<file path="src/rtl/core/pdnc_pkg.sv">
// pdnc_pkg: shared types, codes and helpers for the percent decode name check
// used by pdnc_decode, pdnc_out_queue and percent_decode_name_check_unit
`default_nettype none

package pdnc_pkg;

    localparam int PDNC_COUNT_WIDTH = 10;
    localparam int LIMIT_WIDTH      = 10;
    localparam int LENGTH_WIDTH     = 10;
    localparam int QUEUE_DEPTH      = 4;
    localparam int QUEUE_PTR_WIDTH  = 2;
    localparam int QUEUE_CNT_WIDTH  = 3;

    localparam logic [LIMIT_WIDTH-1:0]  MAX_ENC_RESET = 10'd765;
    localparam logic [LIMIT_WIDTH-1:0]  MAX_DEC_RESET = 10'd255;
    localparam logic [LENGTH_WIDTH-1:0] LENGTH_MAX    = 10'd1023;

    localparam logic [7:0] CHAR_PERCENT   = 8'h25;
    localparam logic [7:0] CHAR_DOT       = 8'h2e;
    localparam logic [7:0] CHAR_SLASH     = 8'h2f;
    localparam logic [7:0] CHAR_BACKSLASH = 8'h5c;
    localparam logic [7:0] CHAR_SPACE     = 8'h20;
    localparam logic [7:0] CHAR_DEL       = 8'h7f;

    typedef enum logic [0:0] {
        REG_MAX_ENC = 1'b0,
        REG_MAX_DEC = 1'b1
    } t_reg_index;

    typedef enum logic [1:0] {
        ESC_NONE = 2'd0,
        ESC_PCT  = 2'd1,
        ESC_HIGH = 2'd2
    } t_esc_phase;

    typedef enum logic [1:0] {
        ST_OK           = 2'd0,
        ST_BAD_LENGTH   = 2'd1,
        ST_BAD_ENCODING = 2'd2,
        ST_UNSAFE       = 2'd3
    } t_status;

    typedef struct packed {
        logic                    is_status;
        logic [7:0]              out_byte;
        t_status                 status_code;
        logic [LENGTH_WIDTH-1:0] decoded_length;
        logic                    out_last;
    } t_result;

    // {valid, nibble}
    function automatic logic [4:0] hex_value(input logic [7:0] c);
        logic [4:0] r;
        r = 5'd0;
        if (c >= 8'h30 && c <= 8'h39) begin
            r = {1'b1, 4'(c - 8'h30)};
        end else if (c >= 8'h61 && c <= 8'h66) begin
            r = {1'b1, 4'(c - 8'h57)};
        end else if (c >= 8'h41 && c <= 8'h46) begin
            r = {1'b1, 4'(c - 8'h37)};
        end
        return r;
    endfunction

endpackage

`default_nettype wire

</file>
<file path="src/rtl/core/percent_decode_name_check_unit.sv">
// percent_decode_name_check_unit: top level of the percent decode name check
// depends on pdnc_pkg, pdnc_decode and pdnc_out_queue
//
// Usage:
//   Input channel i_valid/o_ready carries one encoded name byte per request
//   (i_in_byte) with i_in_last on the final byte. Output channel
//   o_valid/i_ready carries result requests: a decoded byte item for every
//   completed byte, and one status item (o_is_status, o_out_last high) after
//   the last byte. A last byte that completes a decoded byte gives two items.
//   Results enter the result queue at the edge that accepts their byte. A byte
//   is taken every cycle while o_ready is high; the four-entry result queue
//   absorbs the extra result of a last byte that gives two results. The queue
//   sets the rate: o_ready is high while at least two entries are free, so
//   bytes keep flowing while a result waits to be taken. When the receiver
//   stalls, up to four results are held and input stops. Reset (synchronous,
//   active low) clears all name state and the queue and loads the length
//   limits 765 and 255. Limits are written through i_cfg_we/i_cfg_index/
//   i_cfg_data by the user only while idle; the block does not enforce it.
`default_nettype none

module percent_decode_name_check_unit
    import pdnc_pkg::*;
#(
    parameter int COUNT_WIDTH = PDNC_COUNT_WIDTH
) (
    input  wire logic                    i_clk,
    input  wire logic                    i_rst_n,
    input  wire logic                    i_cfg_we,
    input  wire logic                    i_cfg_index,
    input  wire logic [LIMIT_WIDTH-1:0]  i_cfg_data,
    input  wire logic                    i_valid,
    output logic                         o_ready,
    input  wire logic [7:0]              i_in_byte,
    input  wire logic                    i_in_last,
    output logic                         o_valid,
    input  wire logic                    i_ready,
    output logic                         o_is_status,
    output logic [7:0]                   o_out_byte,
    output logic [1:0]                   o_status_code,
    output logic [LENGTH_WIDTH-1:0]      o_decoded_length,
    output logic                         o_out_last
);

    logic [LIMIT_WIDTH-1:0] r_max_enc;
    logic [LIMIT_WIDTH-1:0] r_max_dec;
    logic                   take;
    t_result                item0, item1, out_item;
    logic [1:0]             num;
    logic [1:0]             push_num;

    always_ff @(posedge i_clk) begin
        if (!i_rst_n) begin
            r_max_enc <= MAX_ENC_RESET;
            r_max_dec <= MAX_DEC_RESET;
        end else if (i_cfg_we) begin
            case (t_reg_index'(i_cfg_index))
                REG_MAX_ENC: r_max_enc <= i_cfg_data;
                REG_MAX_DEC: r_max_dec <= i_cfg_data;
                default: ;
            endcase
        end
    end

    assign take     = i_valid && o_ready;
    assign push_num = take ? num : 2'd0;

    pdnc_decode #(
        .COUNT_WIDTH (COUNT_WIDTH)
    ) u_decode (
        .i_clk     (i_clk),
        .i_rst_n   (i_rst_n),
        .i_take    (take),
        .i_in_byte (i_in_byte),
        .i_in_last (i_in_last),
        .i_max_enc (r_max_enc),
        .i_max_dec (r_max_dec),
        .o_item0   (item0),
        .o_item1   (item1),
        .o_num     (num)
    );

    pdnc_out_queue u_queue (
        .i_clk      (i_clk),
        .i_rst_n    (i_rst_n),
        .i_push_num (push_num),
        .i_item0    (item0),
        .i_item1    (item1),
        .o_space    (o_ready),
        .o_valid    (o_valid),
        .i_ready    (i_ready),
        .o_item     (out_item)
    );

    assign o_is_status      = out_item.is_status;
    assign o_out_byte       = out_item.out_byte;
    assign o_status_code    = out_item.status_code;
    assign o_decoded_length = out_item.decoded_length;
    assign o_out_last       = out_item.out_last;

endmodule

`default_nettype wire

</file>
<file path="src/rtl/core/pdnc_decode.sv">
// pdnc_decode: per-name escape decoder, counters, safety flags and status
// depends on pdnc_pkg
`default_nettype none

module pdnc_decode
    import pdnc_pkg::*;
#(
    parameter int COUNT_WIDTH = PDNC_COUNT_WIDTH
) (
    input  wire logic                   i_clk,
    input  wire logic                   i_rst_n,
    input  wire logic                   i_take,
    input  wire logic [7:0]             i_in_byte,
    input  wire logic                   i_in_last,
    input  wire logic [LIMIT_WIDTH-1:0] i_max_enc,
    input  wire logic [LIMIT_WIDTH-1:0] i_max_dec,
    output t_result                     o_item0,
    output t_result                     o_item1,
    output logic [1:0]                  o_num
);

    localparam int CMP_WIDTH = (COUNT_WIDTH > LENGTH_WIDTH) ? COUNT_WIDTH : LENGTH_WIDTH;
    localparam logic [COUNT_WIDTH-1:0] COUNT_MAX = {COUNT_WIDTH{1'b1}};

    t_esc_phase             r_phase, n_phase;
    logic [3:0]             r_high_nibble, n_high_nibble;
    logic [COUNT_WIDTH-1:0] r_enc_count, n_enc_count;
    logic [COUNT_WIDTH-1:0] r_dec_count, n_dec_count;
    logic                   r_enc_err, n_enc_err;
    logic                   r_unsafe, n_unsafe;
    logic                   r_all_dots, n_all_dots;

    logic [4:0]             hex;
    logic                   emit;
    logic [7:0]             dbyte;
    logic [CMP_WIDTH-1:0]   enc_ext;
    logic [CMP_WIDTH-1:0]   dec_ext;
    logic [LENGTH_WIDTH-1:0] dec_len;
    t_status                code;
    t_result                byte_item;
    t_result                status_item;

    always_comb begin
        hex           = hex_value(i_in_byte);
        emit          = 1'b0;
        dbyte         = 8'd0;
        n_high_nibble = r_high_nibble;
        n_enc_err     = r_enc_err;
        n_phase       = ESC_NONE;
        n_enc_count   = (r_enc_count == COUNT_MAX) ? COUNT_MAX : r_enc_count + 1'b1;

        case (r_phase)
            ESC_PCT: begin
                if (hex[4]) begin
                    n_high_nibble = hex[3:0];
                    n_phase       = ESC_HIGH;
                end else begin
                    n_enc_err = 1'b1;
                end
            end
            ESC_HIGH: begin
                if (hex[4]) begin
                    dbyte = {r_high_nibble, hex[3:0]};
                    emit  = 1'b1;
                end else begin
                    n_enc_err = 1'b1;
                end
            end
            default: begin
                if (i_in_byte == CHAR_PERCENT) begin
                    n_phase = ESC_PCT;
                end else begin
                    dbyte = i_in_byte;
                    emit  = 1'b1;
                end
            end
        endcase

        n_dec_count = r_dec_count;
        n_unsafe    = r_unsafe;
        n_all_dots  = r_all_dots;
        if (emit) begin
            n_dec_count = (r_dec_count == COUNT_MAX) ? COUNT_MAX : r_dec_count + 1'b1;
            if (dbyte < CHAR_SPACE || dbyte == CHAR_DEL || dbyte == CHAR_SLASH ||
                dbyte == CHAR_BACKSLASH) begin
                n_unsafe = 1'b1;
            end
            if (dbyte != CHAR_DOT) begin
                n_all_dots = 1'b0;
            end
        end

        enc_ext = CMP_WIDTH'(n_enc_count);
        dec_ext = CMP_WIDTH'(n_dec_count);
        dec_len = (dec_ext > CMP_WIDTH'(LENGTH_MAX)) ? LENGTH_MAX : dec_ext[LENGTH_WIDTH-1:0];

        if (enc_ext > CMP_WIDTH'(i_max_enc)) begin
            code = ST_BAD_LENGTH;
        end else if (n_enc_err || n_phase != ESC_NONE) begin
            code = ST_BAD_ENCODING;
        end else if (n_unsafe || dec_ext == '0 || dec_ext > CMP_WIDTH'(i_max_dec) ||
                     (n_all_dots && dec_ext <= CMP_WIDTH'(2))) begin
            code = ST_UNSAFE;
        end else begin
            code = ST_OK;
        end

        byte_item.is_status        = 1'b0;
        byte_item.out_byte         = dbyte;
        byte_item.status_code      = ST_OK;
        byte_item.decoded_length   = dec_len;
        byte_item.out_last         = 1'b0;

        status_item.is_status      = 1'b1;
        status_item.out_byte       = 8'd0;
        status_item.status_code    = code;
        status_item.decoded_length = dec_len;
        status_item.out_last       = 1'b1;

        o_item0 = emit ? byte_item : status_item;
        o_item1 = status_item;
        o_num   = 2'(emit) + 2'(i_in_last);
    end

    always_ff @(posedge i_clk) begin
        if (!i_rst_n) begin
            r_phase       <= ESC_NONE;
            r_high_nibble <= 4'd0;
            r_enc_count   <= '0;
            r_dec_count   <= '0;
            r_enc_err     <= 1'b0;
            r_unsafe      <= 1'b0;
            r_all_dots    <= 1'b1;
        end else if (i_take) begin
            if (i_in_last) begin
                // name done, back to a clean slate
                r_phase       <= ESC_NONE;
                r_high_nibble <= 4'd0;
                r_enc_count   <= '0;
                r_dec_count   <= '0;
                r_enc_err     <= 1'b0;
                r_unsafe      <= 1'b0;
                r_all_dots    <= 1'b1;
            end else begin
                r_phase       <= n_phase;
                r_high_nibble <= n_high_nibble;
                r_enc_count   <= n_enc_count;
                r_dec_count   <= n_dec_count;
                r_enc_err     <= n_enc_err;
                r_unsafe      <= n_unsafe;
                r_all_dots    <= n_all_dots;
            end
        end
    end

endmodule

`default_nettype wire

</file>
<file path="src/rtl/core/pdnc_out_queue.sv">
// pdnc_out_queue: four-entry result queue taking up to two results per cycle
// depends on pdnc_pkg
`default_nettype none

module pdnc_out_queue
    import pdnc_pkg::*;
(
    input  wire logic    i_clk,
    input  wire logic    i_rst_n,
    input  wire logic [1:0] i_push_num,
    input  wire t_result i_item0,
    input  wire t_result i_item1,
    output logic         o_space,
    output logic         o_valid,
    input  wire logic    i_ready,
    output t_result      o_item
);

    t_result                    r_mem [QUEUE_DEPTH];
    logic [QUEUE_PTR_WIDTH-1:0] r_wr_ptr, r_rd_ptr;
    logic [QUEUE_CNT_WIDTH-1:0] r_count, n_count;
    logic                       pop;
    logic [QUEUE_PTR_WIDTH-1:0] wr_ptr1;

    assign pop     = o_valid && i_ready;
    assign o_valid = (r_count != '0);
    assign o_item  = r_mem[r_rd_ptr];
    // room for a worst-case request of two results
    assign o_space = (r_count <= QUEUE_CNT_WIDTH'(QUEUE_DEPTH - 2));
    assign wr_ptr1 = r_wr_ptr + 1'b1;
    assign n_count = r_count + QUEUE_CNT_WIDTH'(i_push_num) - QUEUE_CNT_WIDTH'(pop);

    always_ff @(posedge i_clk) begin
        if (!i_rst_n) begin
            r_wr_ptr <= '0;
            r_rd_ptr <= '0;
            r_count  <= '0;
        end else begin
            r_wr_ptr <= r_wr_ptr + QUEUE_PTR_WIDTH'(i_push_num);
            r_rd_ptr <= r_rd_ptr + QUEUE_PTR_WIDTH'(pop);
            r_count  <= n_count;
        end
    end

    always_ff @(posedge i_clk) begin
        if (i_push_num != 2'd0) begin
            r_mem[r_wr_ptr] <= i_item0;
        end
        if (i_push_num == 2'd2) begin
            r_mem[wr_ptr1] <= i_item1;
        end
    end

endmodule

`default_nettype wire

</file>
<file path="config.mk">
export PLATFORM = sky130hd
export DESIGN_NAME = percent_decode_name_check_unit
export DESIGN_NICKNAME = d
export VERILOG_FILES = /design/src/rtl/core/pdnc_pkg.sv /design/src/rtl/core/percent_decode_name_check_unit.sv /design/src/rtl/core/pdnc_decode.sv /design/src/rtl/core/pdnc_out_queue.sv
export SDC_FILE = /design/constraint.sdc
export NUM_CORES = 1
export LEC_CHECK = 0
export ABC_AREA = 0
export BUFFER_PORTS_ARGS = -buffer_cell sky130_fd_sc_hd__buf_2
export CAP_MARGIN = 5
export CORE_ASPECT_RATIO = 1.1
export CORE_MARGIN = 5
export CORE_UTILIZATION = 45
export DETAILED_ROUTE_END_ITERATION = 10
export PLACE_DENSITY = 0.58
export SLEW_MARGIN = 20
export SYNTH_ARGS = -nofsm -noshare
export SYNTH_HDL_FRONTEND = slang
export SYNTH_SLANG_ARGS = --single-unit
export TNS_END_PERCENT = 10
</file>
<file path="constraint.sdc">
create_clock -name i_clk -period 4.79 [get_ports i_clk]
set_input_delay 0.7185 -clock i_clk [delete_from_list [all_inputs] [get_ports i_clk]]
set_output_delay 0.7185 -clock i_clk [all_outputs]
set_load 0.03 [all_outputs]
</file>
# Yosys cells after proc, flatten, opt, wreduce, memory -nomap -nowiden
# Memory sizes are Yosys's and may differ from the RTL's. A register that Yosys moved wholly into a read port is not among the register bits.
# Index checks and enable logic that the tools add are counted.
# totals
ff_bits,56
mem_bits_rw,88
output_inout_bits,24
elab_cells,111
n_memories,1
# memory_table
memory,depth,word_bits,rd,rd_clocked_by_memory_dff,write_ports,line,rtl
u_queue.r_mem,4,22,1,1,2,pdnc_out_queue.sv:19,t_result r_mem [QUEUE_DEPTH];
# op_classes
addsub,11
order_cmp,12
eq_ne,10
n_mux,41
n_bitwise,1
reduce_logical,23
# ops
op,count
2-to-1 mux 10 bit,6
2-to-1 mux 22 bit,1
"adder 10 x 1 -> 10 bit, second input constant",2
"== test 10 bit, second input constant",2
> comparator 10 bit,2
"== test 8 x 6 -> 1 bit, second input constant",2
"== test 8 x 7 -> 1 bit, second input constant",2
"greater-or-equal comparator 8 x 7 -> 1 bit, second input constant",2
"less-or-equal comparator 8 x 7 -> 1 bit, second input constant",2
2-to-1 mux 1 bit,16
2-to-1 mux 8 bit,2
one-hot mux 8 bit (2 select lines),1
2-to-1 mux 5 bit,3
2-to-1 mux 2 bit,7
2-to-1 mux 4 bit,3
"> comparator 10 bit, second input constant",1
"less-or-equal comparator 10 x 2 -> 1 bit, second input constant",1
logical NOT 10 bit,1
"greater-or-equal comparator 8 x 6 -> 1 bit, second input constant",1
"less-or-equal comparator 8 x 6 -> 1 bit, second input constant",1
"< comparator 8 x 6 -> 1 bit, second input constant",1
"inequality test 8 x 6 -> 1 bit, second input constant",1
nonzero test 2 bit,4
"subtractor 4 x 3 -> 4 bit, second input constant",2
other kinds (19),32

# Longest topological paths before layout
# Gate-level depths: netlist (run 1).
# logic_depth
word_depth,20
ltp_mapped,19
mapped_depth_nobuf,18

# Cells and area by module
# From an unflattened synthesis (run 1), not the netlist that was laid out.
# hier_totals
hier_cells,767
hier_area_um2,8829.7
# by_module_without_submodules
mod,instances,cells_each,area_each_um2
pdnc_out_queue,1,258,4729.5
pdnc_decode,1,416,3221.8
percent_decode_name_check_unit,1,93,878.3

# Worst setup path after synthesis (run 1)
# Ideal clock, no wire load.
# synth_timing
kind,input -> register
from,input port i_in_byte[0]
to,memory u_queue.r_mem[1][12] in the netlist's numbering (data pin)
setup_ns,0.266
arrival_ns,4.211
setup_slack_ns,0.314
cell_stages,19
n_path_buf,2
path_cell_list,clkbuf_1 inv_1 ha_1 o21bai_1 a211oi_2 nor3_2 buf_2 a21oi_1 o22ai_1 inv_1 ha_1 a21o_1 a21o_1 a21oi_1 o211ai_1 a21oi_1 nand4_1 o31ai_2 nor2_1
# synth_lines
item,line,rtl
start: declaration,percent_decode_name_check_unit.sv:33,"input wire logic [7:0] i_in_byte,"
end: declaration,pdnc_out_queue.sv:19,

==> results of run 1 <==
synth_stat cells, drive strengths merged (3+ instances only):
cell and n:
nand2 118, dfxtp 92, nor2 78, inv 50
o21ai 49, edfxtp 48, clkbuf 34, ha 34
nor2b 24, a21oi 23, and2 21, mux4 21
nand3 21, o211ai 16, a22oi 12, nor3 12
o22ai 12, nand4 10, nand2b 9, xor2 9
mux2i 8, a21o 7, buf 7, a211oi 6
and3 6, xnor2 6, a21boi 5, o21a 5
nand3b 4, o31ai 4, or2 4, a211o 3
a31oi 3, nor4 3
worst paths after layout:
| path | from | end | slack [ns] | cells past startpoint |
|---|---|---|---|---|
| worst min-delay path | u_queue.r_mem[2][0]$_SDFFE_PP1P_ | u_queue.r_mem[2][0]$_SDFFE_PP1P_ | 0.45 | 2 |
| worst max register to register | u_decode.r_phase[0]$_SDFFE_PN0P_ | u_queue.r_mem[1][11]$_DFFE_PP_ | 0.72 | 19 |
| worst min register to register | u_queue.r_mem[2][0]$_SDFFE_PP1P_ | u_queue.r_mem[2][0]$_SDFFE_PP1P_ | 0.45 | 2 |
| worst max-delay path | i_in_byte[0] | u_queue.r_mem[1][11]$_DFFE_PP_ | 0.54 | 20 |
metrics by stage:
| stage | area [sq um] | worst slack, ns |
|---|---|---|
| after floorplan | 7410 | 0.314 |
| after global placement | 7980 | 0.229 |
| after detailed placement | 7980 | 0.161 |
| after CTS | 8580 | 0.558 |
| after global routing | 8580 | 0.124 |
| final | 8580 | 0.539 |
layout make-up:
type | count | area share, %
clock buffers | 20 | 5.47
clock inverters | 12 | 1.53
inverters | 50 | 2.19
multi-input cells | 565 | 44.0
flip-flops and latches | 140 | 38.3
well taps | 204 | 2.97
repair buffers | 78 | 5.57
layer usage:
metal	routed length (um)	up-vias
met3	964	29
met2	9470	200
met4	337	0
met1	7950	2833
met5	0	-
li1	-	2936
power groups by stage:
stage               registers, W  logic (W)  clock network (W)
detailed placement       0.00158    0.00111                  0
CTS                      0.00156    0.00112            0.00136
floorplan                0.00154   0.000838                  0
global route             0.00158    0.00121            0.00141
finish                   0.00156    0.00110            0.00133
global placement         0.00157    0.00109                  0
sequential cells by signal (all words and copies together), names as in the netlist:
| register | cells |
|---|---|
| u_queue.r_mem | 84 |
| r_max_dec | 10 |
| r_max_enc | 10 |
| u_decode.r_dec_count | 10 |
| u_decode.r_enc_count | 10 |
| u_decode.r_high_nibble | 4 |
| u_queue.r_count | 3 |
| u_decode.r_phase | 2 |
| u_queue.r_rd_ptr | 2 |
| u_queue.r_wr_ptr | 2 |
| u_decode.r_all_dots | 1 |
| u_decode.r_enc_err | 1 |
| u_decode.r_unsafe | 1 |
cells in the final DEF (no fill, tap or decap), types with 4 or more instances in the layout:
master and n:
clkbuf_16 18, buf_2 48, a21boi_0 5, or2_2 4, inv_1 49, ha_1 34, xnor2_1 6, nand2_1 118
and2_1 21, nor3_1 10, nand3b_1 4, dfxtp_1 91, mux2i_1 7, o21a_1 5, nand2b_1 9, mux4_2 21
nor2b_1 24, xor2_1 9, a21oi_1 23, a211oi_1 5, buf_4 29, o211ai_1 16, nand4_1 10, o21ai_0 48
o22ai_1 11, nand3_1 21, edfxtp_1 48, a21o_1 7, a22oi_1 12, nor2_1 78, and3_1 6
worst max-delay path, cell delays in order:
cell	delay, ns
buf_2	0.17
inv_1	0.12
ha_1	0.20
nor3b_1	0.57
nor4_2	0.13
nor3_2	0.19
buf_4	0.22
inv_2	0.06
nand2_1	0.12
o22ai_1	0.11
inv_1	0.08
ha_1	0.23
a21o_1	0.18
a21o_1	0.17
a21oi_1	0.16
o211ai_1	0.10
a21oi_1	0.29
nand3_1	0.14
o31ai_2	0.35
nor2_1	0.10
logic make-up after synthesis:
logic type	share of synthesized area [%]
AO/OA/AOI/OAI	14.7
XOR/XNOR	1.77
adder cells (fa/ha/maj)	6.01
buffers and inverters	4.71
flip-flops	44.3
multiplexers	7.78
AND/OR/NAND/NOR	20.7
==> flow_summary.ini, run 1 <==
[timing]
finalSetupTns_ns = 0
worst_slew_pin_slew_ns = 1.00
hold_violations = 0
setup_viol = 0
final.min_clock_period_ns = 4.25
rsz0062_at_grt = false
maxSlewViolCount = 0
finalCritPeriodShare_pct = 88.8
slew_headroom_pct = 33.1
finClkSkew_ns = 0.00793
max_freq_mhz = 235
hold_ws_ns = 0.447

[pwr]
p_per_area_nw_per_um2 = 465
p_comb_share_pct = 27.5
clkPwrFrac_pct = 33.4
p_int_w = 0.00269
seq_power_share_pct = 39.1
swShare_pct = 32.7
total_power_w = 0.00399
leakage_nw = 3.61
p_sw_w = 0.00130
ir_drop_uv = 253

[placed_design]
placed_cells = 1037
place_hpwl_mm = 13.5
gp_congestion = 0.928
io_buffers = 48

[clock_network]
holdBufCountCts = 0
cts_root_buf = clkbuf_16
clk-insertion-delay-late_ns = 0.42
cts_buffer_depth = 2
cts_tree = done
numCtsBuffers = 17
cts.sinks = 140
cts-resized-gates = 0
cts_setup_buffers = 0
clk_pin_slew_ns = 0.06
cts_max_level = 4

[layout]
seq_area_sq_um = 3280
final_cell_count_no_fill = 1069
finalCoreUtilization_pct = 52.8
layout-drive-gt1-share_pct = 17.8
fillers = 1492
synthToLayoutAreaGrowth_pct = 15.8
n_antenna_cell = 0
layout.nets = 912
multi_input_area_sq_um = 3780

[die]
std_cell_rows = 49
fp.dieH_um = 145
die_w_um = 132
io_pins = 49
dieArea_sq_um = 19100
initial_utilization_pct = 45.6
core_sq_um = 16200

[drt]
firstDrtPassIters = 5
drt_first_iter_violations = 366
wl_per_cell_um = 17.5
drt_wl_total_mm = 18.7
vias_per_cell = 5.61
drtAntennaViolNets = 0
detail_route.drc_violations = 0
vias = 5998

[run]
drv_cap = 0

[synth]
ys_seq_area_share_pct = 44.3
synth-seq-cells = 140
ys.flop_type = dfxtp_1
synth_top_cell_by_area = dfxtp_1
synth_nets = 856
ys_async_sr_fraction_pct = 0
syn_area_per_cell_sq_um = 9.31
synth_top_area_share_pct = 24.9
syn_area_sq_um = 7410
synth-edff-count = 48
synth_cells = 796
ys.warnings.count = 0
synth_area_leaders = dfxtp_1 25%, edfxtp_1 19%, mux4_2 6.4%
ys_types = 71

[setup_path]
cp.required_ns = 4.95
criticalPathCategory = primary input to register
critPathMaxFanout = 13
startpoint_type = primary input
cp.arrival_ns = 4.41
worstSetupEndpointType = register

[global_route]
gr-total-overflow = 0
grt_max_degree = 55
grt_pass1_vias = 5987
use_met1_pct = 24.9
grt_pass1_wl_mm = 30.8
grt_busiest_layer = met2
grt_use_met3_pct = 4.24
antenna_found_initial = 0
grt_use_total_pct = 20.2
use_met2_pct = 35.3

[status]
outcome = complete, no violations

[worst_hold_path]
min_path_type = register to register
No activity file was read; power rests on OpenSTA's default activity.
==> inputs of run 2 (changes only) <==
- CORE_MARGIN: 5 -> 4
==> run 2 against run 1 <==
Worst hold slack got worse by 0.0071 ns. Setup slack got worse by 0.015 ns. Via count rose by 0.42%. Cell area fell by 0.13%. Critical path depth stayed put. Wire length grew 0.89%. Register-to-register slack worse by 0.17 ns. Count of clock-buffer cells in the layout decreased by 1.
==> flow_summary.ini, run 2 (synthesis gave the netlist of run 1 again) <==
[drt]
detail_route.drc_violations = 0
drt_wl_total_mm = 18.9
firstDrtPassIters = 5
drt_first_iter_violations = 421
drtAntennaViolNets = 0
vias_per_cell = 5.64
vias = 6023
wl_per_cell_um = 17.7

[layout]
multi_input_area_sq_um = 3780
seq_area_sq_um = 3280
final_common_cell = nand2_1
fillers = 1426
layout.nets = 915
layout-drive-gt1-share_pct = 18.1
largest_reg_flops = 84
layout_common_cells = 118 x nand2_1, 91 x dfxtp_1, 78 x nor2_1, 49 x inv_1
final_cell_count_no_fill = 1068
n_antenna_cell = 0
largest-register = u_queue.r_mem
synthToLayoutAreaGrowth_pct = 15.7

[setup_path]
worstSetupEndpointType = register
startpoint_type = primary input
r2r-start = u_decode.r_phase[0]$_SDFFE_PN0P_
path_delay_family = compound AO/OA/AOI/OAI gates
crit_slowest_cell = nor4_2
r2r_cells = 19
worst-path-buf-inv = 5
critPathMaxFanout = 7
r2r-end = u_queue.r_mem[1][11]$_DFFE_PP_
critPathMaxStageDelay_ns = 0.45
crit_chain = buf_2 > inv_1 > ha_1 > nor3b_1 > nor4_2 > nor3_2 > buf_4 > inv_2 > nand2_1 > o22ai_1 > inv_1 > ha_1 > a21o_1 > a21o_1 > a21oi_1 > o211ai_1 > a21oi_1 > nand3_1 > o31ai_2 > nor2_1
rrSetupSlack_ns = 0.55
cp.required_ns = 4.95
cp.arrival_ns = 4.43
criticalPathCategory = primary input to register

[timing]
hold_violations = 0
finalWorstSetupSlack_ns = 0.524
finalCritPeriodShare_pct = 89.1
slew_headroom_pct = 40.0
hold_ws_ns = 0.440
finalSetupTns_ns = 0
rsz0062_at_grt = false
maxSlewViolCount = 0
max_freq_mhz = 234
worst_slew_pin_slew_ns = 0.900
final.min_clock_period_ns = 4.27
setup_viol = 0
finClkSkew_ns = 0.0107

[clock_network]
cts_buffer_depth = 2
clk-insertion-delay-late_ns = 0.42
cts_max_level = 4
cts_tree = done
cts_root_buf = clkbuf_16
clk_pin_slew_ns = 0.06
holdBufCountCts = 0
cts.sinks = 140
cts-resized-gates = 0
numCtsBuffers = 17
cts_setup_buffers = 0

[pwr]
p_comb_share_pct = 27.8
ir_drop_uv = 235
leakage_nw = 3.61
p_int_w = 0.00265
p_sw_w = 0.00131
swShare_pct = 33.1
clkPwrFrac_pct = 32.9
seq_power_share_pct = 39.3
p_per_area_nw_per_um2 = 463

[die]
fp.dieH_um = 143
initial_utilization_pct = 46.6
dieArea_sq_um = 18600
std_cell_rows = 48
die_w_um = 130
io_pins = 49
core_sq_um = 15900

[global_route]
gr-total-overflow = 0
antenna_found_initial = 0
grt_use_total_pct = 21.2
grt_pass1_vias = 6066
grt_pass1_wl_mm = 30.9
grt_max_degree = 55

[run]
drv_cap = 0

[placed_design]
preCtsSetupSlack_ns = 0.129
gp_congestion = 0.933
io_buffers = 48
placed_cells = 1036
place_hpwl_mm = 13.6

[worst_hold_path]
min_from = u_queue.r_mem[3][0]$_SDFFE_PP1P_
min_path_type = register to register
hold_path_end = u_queue.r_mem[3][0]$_SDFFE_PP1P_
holdPathStages = 2

[status]
outcome = complete, no violations
[run 2: worst reg2reg max path: cells and delay by family, from the launching register on]
kind / cells / cell delay [ns]
adders and majority gates: 2 / 0.59
buffers and inverters: 4 / 0.37
and+or+nand+nor: 6 / 1.17
AOI/OAI and AO/OA: 7 / 1.52
DFF: 1 / 0.33
[run 2: worst max-delay path by stage]
stage                                           to  slack, ns          from  depth (start not counted)
finish              u_queue.r_mem[1][11]$_DFFE_PP_       0.52  i_in_byte[1]                         20
global route        u_queue.r_mem[3][11]$_DFFE_PP_       0.03  i_in_byte[1]                         19
CTS                 u_queue.r_mem[1][11]$_DFFE_PP_       0.56  i_in_byte[1]                         17
detailed placement  u_queue.r_mem[1][11]$_DFFE_PP_       0.13  i_in_byte[1]                         20
global placement    u_queue.r_mem[1][11]$_DFFE_PP_       0.27  i_in_byte[1]                         20
floorplan           u_queue.r_mem[1][12]$_DFFE_PP_       0.31  i_in_byte[0]                         19
[run 2: cell type report]
| type | instances | area share [%] |
|---|---|---|
| multi-input cells | 565 | 44.1 |
| flip-flops and latches | 140 | 38.3 |
| repair buffers | 81 | 5.69 |
| clock buffers | 19 | 5.17 |
| well taps | 200 | 2.92 |
| inverters | 50 | 2.19 |
| clock inverters | 13 | 1.62 |
[run 2: power by group through the flow]
stage          Clock (W)  Combinational, W  Sequential [W]
3_5_place_dp           0           0.00111         0.00158
4_1_cts          0.00132           0.00112         0.00156
3_3_place_gp           0           0.00109         0.00157
2_1_floorplan          0          0.000838         0.00154
6_report         0.00131           0.00110         0.00156
5_1_grt          0.00138           0.00122         0.00158
[run 2: per-stage QoR]
stage,utilization [%],total power [W],area (sq um)
2_1_floorplan,-,0.00237,7410
3_3_place_gp,50.2,0.00266,7990
4_1_cts,53.8,0.00400,8570
6_report,53.9,0.00397,8570
5_1_grt,53.9,0.00418,8570
3_5_place_dp,50.2,0.00270,7990
[run 2: routing by layer]
| metal | track usage, % | share of wire, % | wire length, um | vias up |
|---|---|---|---|---|
| met4 | 7.47 | 2.0 | 379 | 0 |
| met2 | 36.5 | 50 | 9490 | 166 |
| met1 | 26.8 | 42 | 7990 | 2869 |
| li1 | - | - | - | 2956 |
| met3 | 3.72 | 5.5 | 1030 | 32 |
| met5 | 0 | 0 | 0 | - |
